<file path="src/design/dtsm_pkg.sv">
// types, constants and match function for the detection track store
package dtsm_pkg;

    localparam int DTSM_MAX_DET  = 32;
    localparam int DTSM_MAX_KEPT = 32;
    localparam logic [7:0] DTSM_MAX_MISS_RST = 8'd3;

    typedef struct packed {
        logic [15:0] score;
        logic [15:0] h;
        logic [15:0] w;
        logic [15:0] y;
        logic [15:0] x;
    } t_det;

    typedef struct packed {
        logic [7:0] miss;
        t_det       det;
    } t_ent;

    typedef enum logic [3:0] {
        ST_IDLE,
        ST_SCAN,
        ST_LOAD,
        ST_CMP,
        ST_KEEP,
        ST_APPEND,
        ST_AP_WR,
        ST_DUMP,
        ST_DU_LD,
        ST_OUT
    } t_state;

    typedef struct packed {
        logic in_ready;
        logic st_rd_k;
        logic i_inc;
        logic ent_load;
        logic fr_rd0;
        logic fr_rd_next;
        logic j_clr;
        logic keep_wr;
        logic ap_wr;
        logic commit;
        logic out_load;
        logic out_empty;
        logic k_inc;
    } t_cmd;

    typedef struct packed {
        logic in_fire;
        logic in_last;
        logic i_done;
        logic drop;
        logic f_zero;
        logic match;
        logic j_last;
        logic ap_done;
        logic store_empty;
        logic out_fire;
        logic out_last;
    } t_sts;

    function automatic logic axis_apart(logic [15:0] a, logic [15:0] sa,
                                        logic [15:0] b, logic [15:0] sb);
        logic [17:0] d;
        logic        res;
        if (b > a) begin
            d   = {16'(b - a), 2'b00};
            res = d > {2'b00, sa};
        end else begin
            d   = {16'(a - b), 2'b00};
            res = d > {2'b00, sb};
        end
        return res;
    endfunction

    function automatic logic boxes_match(t_det d, t_det m);
        return !axis_apart(d.x, d.w, m.x, m.w) && !axis_apart(d.y, d.h, m.y, m.h);
    endfunction

endpackage

</file>
<file path="src/design/dtsm_ctrl.sv">
// merge and dump sequencer for the detection track store
module dtsm_ctrl import dtsm_pkg::*; (
    input  logic i_clk,
    input  logic i_rst_n,
    input  t_sts i_sts,
    output t_cmd o_cmd
);

    t_state r_state, n_state;

    always_ff @(posedge i_clk) begin
        if (!i_rst_n) begin
            r_state <= ST_IDLE;
        end else begin
            r_state <= n_state;
        end
    end

    always_comb begin
        n_state = r_state;
        o_cmd   = '0;
        unique case (r_state)
            ST_IDLE: begin
                o_cmd.in_ready = 1'b1;
                if (i_sts.in_fire && i_sts.in_last) begin
                    n_state = ST_SCAN;
                end
            end
            ST_SCAN: begin
                if (i_sts.i_done) begin
                    o_cmd.j_clr = 1'b1;
                    n_state     = ST_APPEND;
                end else begin
                    n_state = ST_LOAD;
                end
            end
            ST_LOAD: begin
                o_cmd.ent_load = 1'b1;
                priority if (i_sts.drop) begin
                    o_cmd.i_inc = 1'b1;
                    n_state     = ST_SCAN;
                end else if (i_sts.f_zero) begin
                    n_state = ST_KEEP;
                end else begin
                    o_cmd.fr_rd0 = 1'b1;
                    n_state      = ST_CMP;
                end
            end
            ST_CMP: begin
                o_cmd.fr_rd_next = 1'b1;
                priority if (i_sts.match) begin
                    o_cmd.i_inc = 1'b1;
                    n_state     = ST_SCAN;
                end else if (i_sts.j_last) begin
                    n_state = ST_KEEP;
                end
            end
            ST_KEEP: begin
                o_cmd.keep_wr = 1'b1;
                o_cmd.i_inc   = 1'b1;
                n_state       = ST_SCAN;
            end
            ST_APPEND: begin
                if (i_sts.ap_done) begin
                    o_cmd.commit = 1'b1;
                    n_state      = ST_DUMP;
                end else begin
                    n_state = ST_AP_WR;
                end
            end
            ST_AP_WR: begin
                o_cmd.ap_wr = 1'b1;
                n_state     = ST_APPEND;
            end
            ST_DUMP: begin
                o_cmd.st_rd_k = 1'b1;
                if (i_sts.store_empty) begin
                    o_cmd.out_empty = 1'b1;
                    n_state         = ST_OUT;
                end else begin
                    n_state = ST_DU_LD;
                end
            end
            ST_DU_LD: begin
                o_cmd.out_load = 1'b1;
                n_state        = ST_OUT;
            end
            ST_OUT: begin
                if (i_sts.out_fire) begin
                    if (i_sts.out_last) begin
                        n_state = ST_IDLE;
                    end else begin
                        o_cmd.k_inc = 1'b1;
                        n_state     = ST_DUMP;
                    end
                end
            end
            default: begin
                n_state = ST_IDLE;
            end
        endcase
    end

endmodule

</file>
<file path="config.mk">
export PLATFORM = sky130hd
export DESIGN_NAME = dtsm_ctrl
export DESIGN_NICKNAME = d
export VERILOG_FILES = /design/src/design/dtsm_pkg.sv /design/src/design/dtsm_ctrl.sv
export SDC_FILE = /design/constraint.sdc
export NUM_CORES = 1
export LEC_CHECK = 0
export BUFFER_PORTS_ARGS = -buffer_cell sky130_fd_sc_hd__buf_2
export CAP_MARGIN = 20
export CORE_AREA = 2 2 39 41
export DETAILED_ROUTE_END_ITERATION = 12
export DIE_AREA = 0 0 41 43
export PLACE_DENSITY = 0.76
export SETUP_SLACK_MARGIN = 0.1
export SKIP_LAST_GASP = 1
export SLEW_MARGIN = 20
export SYNTH_ARGS = -nofsm -noshare
export SYNTH_HDL_FRONTEND = slang
export SYNTH_SLANG_ARGS = --single-unit
export TNS_END_PERCENT = 100
</file>
<file path="constraint.sdc">
create_clock -name i_clk -period 1.6 [get_ports i_clk]
set_input_delay 0.32 -clock i_clk [delete_from_list [all_inputs] [get_ports i_clk]]
set_output_delay 0.32 -clock i_clk [all_outputs]
set_load 0.005 [all_outputs]
</file>
==> metrics, run 1 <==
CP Launch Type register; most common cell after layout, fill and taps aside buf_2; Critical Path Fanout Max 11; Critical path buffers and inverters 1; first-pass GRT wire length 2546 um; Int Power 237.3 uW; CP delay by family, top simple AND/OR/NAND/NOR gates; footprint of the multi-input gates 422.9 um^2; IO Port Bufs 25; Post-synth EDFFs 0; Final Cycle Share 96.03%; Post-DRT Antenna Nets 0; CTS H-tree lvls 1; total CTS buffers 3; Max VDD drop 0.4908 mV; FFs w/ async S/R, synth 0%; total grt overflow 0; Die H 43 um; HP Class input port to register; sequential share of power 31.5%; I/O pin cnt 26; kind of critical path register to output port; biggest regs r_state (4); vias per cell 5.417; commonest non-fill, non-tap cells in the layout 25 x buf_2, 9 x nor2_1, 9 x buf_4; Syn Area/Cell 6.828 um^2; final WL 1656 um; Worst EP arrival 1220 ps; Clk pwr share 36.0%; status complete, no violations; Routed WL per cell 13.80 um; crit path cell chain or2_4 -> nor4_4 -> buf_2; Final Setup Violations 0; share of cells above drive strength 1 50.00%; Mapped Nets 83; post-synthesis sequential area ratio 16.75%; total chip power 343.7 uW; synthesized cell area 478.0 um^2; initial core utilization 34.54%; worst slack, placed 86.37 ps; synthesized instance count 70; clk root buf clkbuf_4; max incr delay on CP 380 ps; worst hold slack 347.6 ps; slowest CP cell dfxtp_4; PwrDens 440.2 nW/um^2; Fillers 126; PnR worst setup slack 63.59 ps; number of DRC markers in iteration 0 9; share of the synthesized area in the top cell type 16.75%; std cell rows 14; number of flip-flops under the largest register name 4; RSZ-0062 raised after global routing true; total number of vias 650; DRC errors left 0; Tmin final 1536 ps; YS warnings 0; Placed Area 643.1 um^2; Fin. Hold Viols 0; top cells by area, synth dfxtp_1 17%, nor2_1 7.1%, nor3_1 6.3%, nand3b_1 4.7%, a21oi_1 4.2%; FF+latch count, synth 4; Comb power frac 32.5%; clock sinks 4; final instance area 780.7 um^2; area of the die 1763 um^2; largest area contributor in the netlist dfxtp_1; Sw Ratio 30.95%; largest net degree at the start of global routing 12; f_max 0.6509 GHz; P&R area growth vs syn 63.35%; GRT Util Overall 20.82%; hpwl dp 1085 um; routability cong. 0.8780; slew margin rel. 78.42%; Synth Flop Type dfxtp_1; Clock Tree Buf Depth 2; final net count 119; Worst-Margin Slew 320.7 ps; Reg area 92.59 um^2; Crit path required time 1280 ps; ant diodes 0; Layout Skew 4.576 ps; Net Switching 106.4 uW; Worst-path clk slew 40 ps; LEAKAGE 0.3742 nW; DRT Pass-1 Iters 4; Worst-Skew Late Latency 230 ps; Slew Limit Fails 0; largest reg by FF count r_state; synth unique cells 31; Critical Path End Type output port; vias in the first global route 587; die width 41 um; total of max-cap violations 0; core area 1384 um^2; TritonCTS clock tree done; initial antenna violation count 0
-- through the flow --
stage          setup TNS, ps  utilization, %  std cells
2_1_floorplan              0               -         70
3_3_place_gp               0           46.47        113
3_5_place_dp               0           46.47        113
4_1_cts                    0           54.52        120
5_1_grt               -26.48           56.42        120
6_report                   0           56.42        120
-- logic make-up (layout without fill, tap and decap cells) --
logic type | count (synthesis) | after routing | synth area share, %
AND/OR/NAND/NOR | 40 | 40 | 48.95
AO/OA/AOI/OAI | 15 | 15 | 20.94
buffers and inverters | 9 | 43 | 9.162
flip-flops | 4 | 4 | 16.75
multiplexers | 2 | 2 | 4.189
-- what timing repair did --
item / 4_1_cts / 5_1_grt
endpoints found under the setup margin: 10 / 11
pin swaps: 2 / 1
hold buffers: 0 / 0
resized for setup: 17 / 5
setup buffers: 4 / 0
-- cell type report --
class                           count  share of cell area [%]
Tap cell                           16                   2.564
Multi-Input combinational cell     57                   54.17
Clock buffer                        3                   2.885
Inverter                            5                   2.404
Sequential cell                     4                   11.86
Timing Repair Buffer               35                   26.12
-- per-layer routing --
metal / track usage [%] / part of all wire, %
met1: 26.86 / 44
met2: 35.00 / 51
met3: 3.141 / 5.1
met4: 4.000 / 0
met5: 0 / 0
-- power groups by stage --
| stage | Clock, mW | Sequential, mW | Combinational, mW |
|---|---|---|---|
| floorplan | 0 | 0.108 | 0.0569 |
| global placement | 0 | 0.112 | 0.0892 |
| detailed placement | 0 | 0.113 | 0.0898 |
| CTS | 0.127 | 0.108 | 0.107 |
| global route | 0.132 | 0.109 | 0.121 |
| finish | 0.124 | 0.108 | 0.112 |
-- synthesized netlist by cell type (2+ instances only) --
| cell type | n |
|---|---|
| nor4_1 | 3 |
| nor2_1 | 9 |
| nand2b_1 | 3 |
| nor3_1 | 6 |
| inv_1 | 5 |
| mux2i_1 | 2 |
| dfxtp_1 | 4 |
| a21oi_1 | 4 |
| o211a_1 | 2 |
| nand3b_1 | 3 |
| nand2_1 | 4 |
| nor2b_1 | 2 |
| o21ai_0 | 3 |
| a31oi_1 | 2 |
| buf_2 | 2 |
-- final timing paths --
path | from | to | slack, ps | depth (start not counted)
min | i_rst_n | r_state[1] | 350 | 2
min reg2reg | r_state[3] | r_state[0] | 690 | 2
max | r_state[3] | o_cmd[8] | 60 | 3
max reg2reg | r_state[3] | r_state[1] | 120 | 6
-- worst reg2reg max path: stages (launching register included) --
cell	delay (ps)
dfxtp_4	380
or2_4	300
buf_4	150
nor4_4	120
buf_4	160
nor3_1	60
o211a_1	210
(Power assumes the default switching activity.)
==> run 2: changes to the inputs <==
- CELL_PAD_IN_SITES_DETAIL_PLACEMENT: unset -> 1
- CELL_PAD_IN_SITES_GLOBAL_PLACEMENT: unset -> 1
- CORE_AREA: 2 2 39 41 -> unset
- CORE_UTILIZATION: unset -> 28
- DIE_AREA: 0 0 41 43 -> unset
- PLACE_DENSITY: 0.76 -> 0.85
==> run 2 against run 1 <==
Net effect: the flow now finishes with violations (setup timing); die area up 6.4%; first-iteration DRC count decreased by 44%; critical path depth is the same; utilization rose by 2.0 points; non-clock buffer count grew 8.
==> metrics, run 2 (synthesis results as in run 1) <==
vias in the first global route 663; RSZ-0062 raised after global routing true; Slew Limit Fails 0; DRC errors left 0; Post-DRT Antenna Nets 0; std cell rows 14; crit path from r_state[2]; core area 1541 um^2; global route hottest layer met2; reg2reg end r_state[0]; PwrDens 455.3 nW/um^2; commonest non-fill, non-tap cells in the layout 25 x buf_2, 13 x buf_4, 7 x nor2_1; biggest regs r_state (4); Max VDD drop 0.4700 mV; Tmin final 1661 ps; Final Cycle Share 103.8%; Critical Path Fanout Max 7; f_max 0.6020 GHz; Hold Path Depth 2; initial antenna violation count 0; P&R area growth vs syn 88.48%; Worst-Skew Late Latency 280 ps; die width 43.32 um; final instance area 900.9 um^2; final core utilization 58.44%; CP Capture Point o_cmd[8]; area of the die 1876 um^2; HP Class input port to register; Worst EP arrival 1340 ps; Worst-path clk slew 60 ps; Crit path required time 1280 ps; total grt overflow 0; Layout Skew 26.92 ps; slew margin rel. 76.64%; largest net degree at the start of global routing 13; most common cell after layout, fill and taps aside buf_2; total of max-cap violations 0; clock sinks 4; PnR worst setup slack -61.00 ps; kind of critical path register to output port; GRT met1 Usage 27.99%; Fillers 186; Worst-Margin Slew 347.7 ps; vias per cell 5.703; ant diodes 0; Placed Area 628.1 um^2; share of cells above drive strength 1 58.93%; hpwl dp 1322 um; clk root buf clkbuf_4; met3 Track Usage GR 3.830%; final WL 2519 um; number of DRC markers in iteration 0 5; total number of vias 730; GRT Util Overall 23.13%; largest reg by FF count r_state; total CTS buffers 3; LEAKAGE 0.4422 nW; Critical Path End Type output port; initial core utilization 31.01%; worst hold slack 290.4 ps; TritonCTS clock tree done; reg-to-reg critical path startpoint r_state[2]; I/O pin cnt 26; Die H 43.32 um; status finished, violations left; failing checks setup timing; CP Launch Type register; final net count 127; hold_sp i_rst_n; Final Setup Violations 3; met2 usage 41.79%; DRT Pass-1 Iters 4; Clock Tree Buf Depth 2; setup slack, reg-to-reg 70 ps; IO Port Bufs 25; Routed WL per cell 19.68 um; worst reg-to-reg path cell count 5; first-pass GRT wire length 3236 um; footprint of the multi-input gates 465.4 um^2; Fin. Hold Viols 0; number of flip-flops under the largest register name 4; Reg area 95.09 um^2; routability cong. 0.8561; CTS H-tree lvls 1
## run 2: final cells by class
class,instances,area share (%)
repair buffers,43,30.97
flip-flops and latches,4,10.56
clock buffers,3,2.500
inverters,5,2.083
well taps,16,2.222
multi-input cells,57,51.67
## run 2: timing repair
item / CTS / global route
setup endpoints to repair: 14 / 14
resized for setup: 15 / 22
hold endpoints to repair: 0 / 0
setup buffers: 4 / 10
pin swaps: 3 / 9
hold buffers: 0 / 0
## run 2: where the power goes
| part | switching (mW) | total [mW] | internal (mW) |
|---|---|---|---|
| Clock | 0.0708 | 0.157 | 0.0859 |
| Sequential | 0.00832 | 0.108 | 0.100 |
| Combinational | 0.0757 | 0.145 | 0.0694 |
## run 2: how the worst min path moves through the flow
stage and to:
6_report r_state[1], 5_1_grt r_state[1], 4_1_cts r_state[1], 3_5_place_dp r_state[2], 3_3_place_gp r_state[1], 2_1_floorplan r_state[1]
## run 2: per-stage QoR
stage / power, mW / setup slack, ps / std cells / setup TNS, ps
4_1_cts: 0.3595 / -26.81 / 118 / -26.81
5_1_grt: 0.4290 / -114.2 / 128 / -387.1
3_5_place_dp: 0.2055 / 77.22 / 111 / 0
3_3_place_gp: 0.2032 / 138.9 / 111 / 0
6_report: 0.4102 / -61.00 / 128 / -112.2
2_1_floorplan: 0.1650 / 219.5 / 70 / 0
## run 2: per-layer routing
layer  wire, um  part of all wire (%)  vias to the layer above
met4         89                   3.5                        0
met1        987                    39                      346
li1           -                     -                      343
met3        123                   4.9                        7
met2       1319                    52                       34
met5          0                     0                        -
## run 2: critical path, cell delays in order, from the launching register on
cell and delay, ps:
dfxtp_4 370, or2_4 270, nor4_4 240, buf_2 180
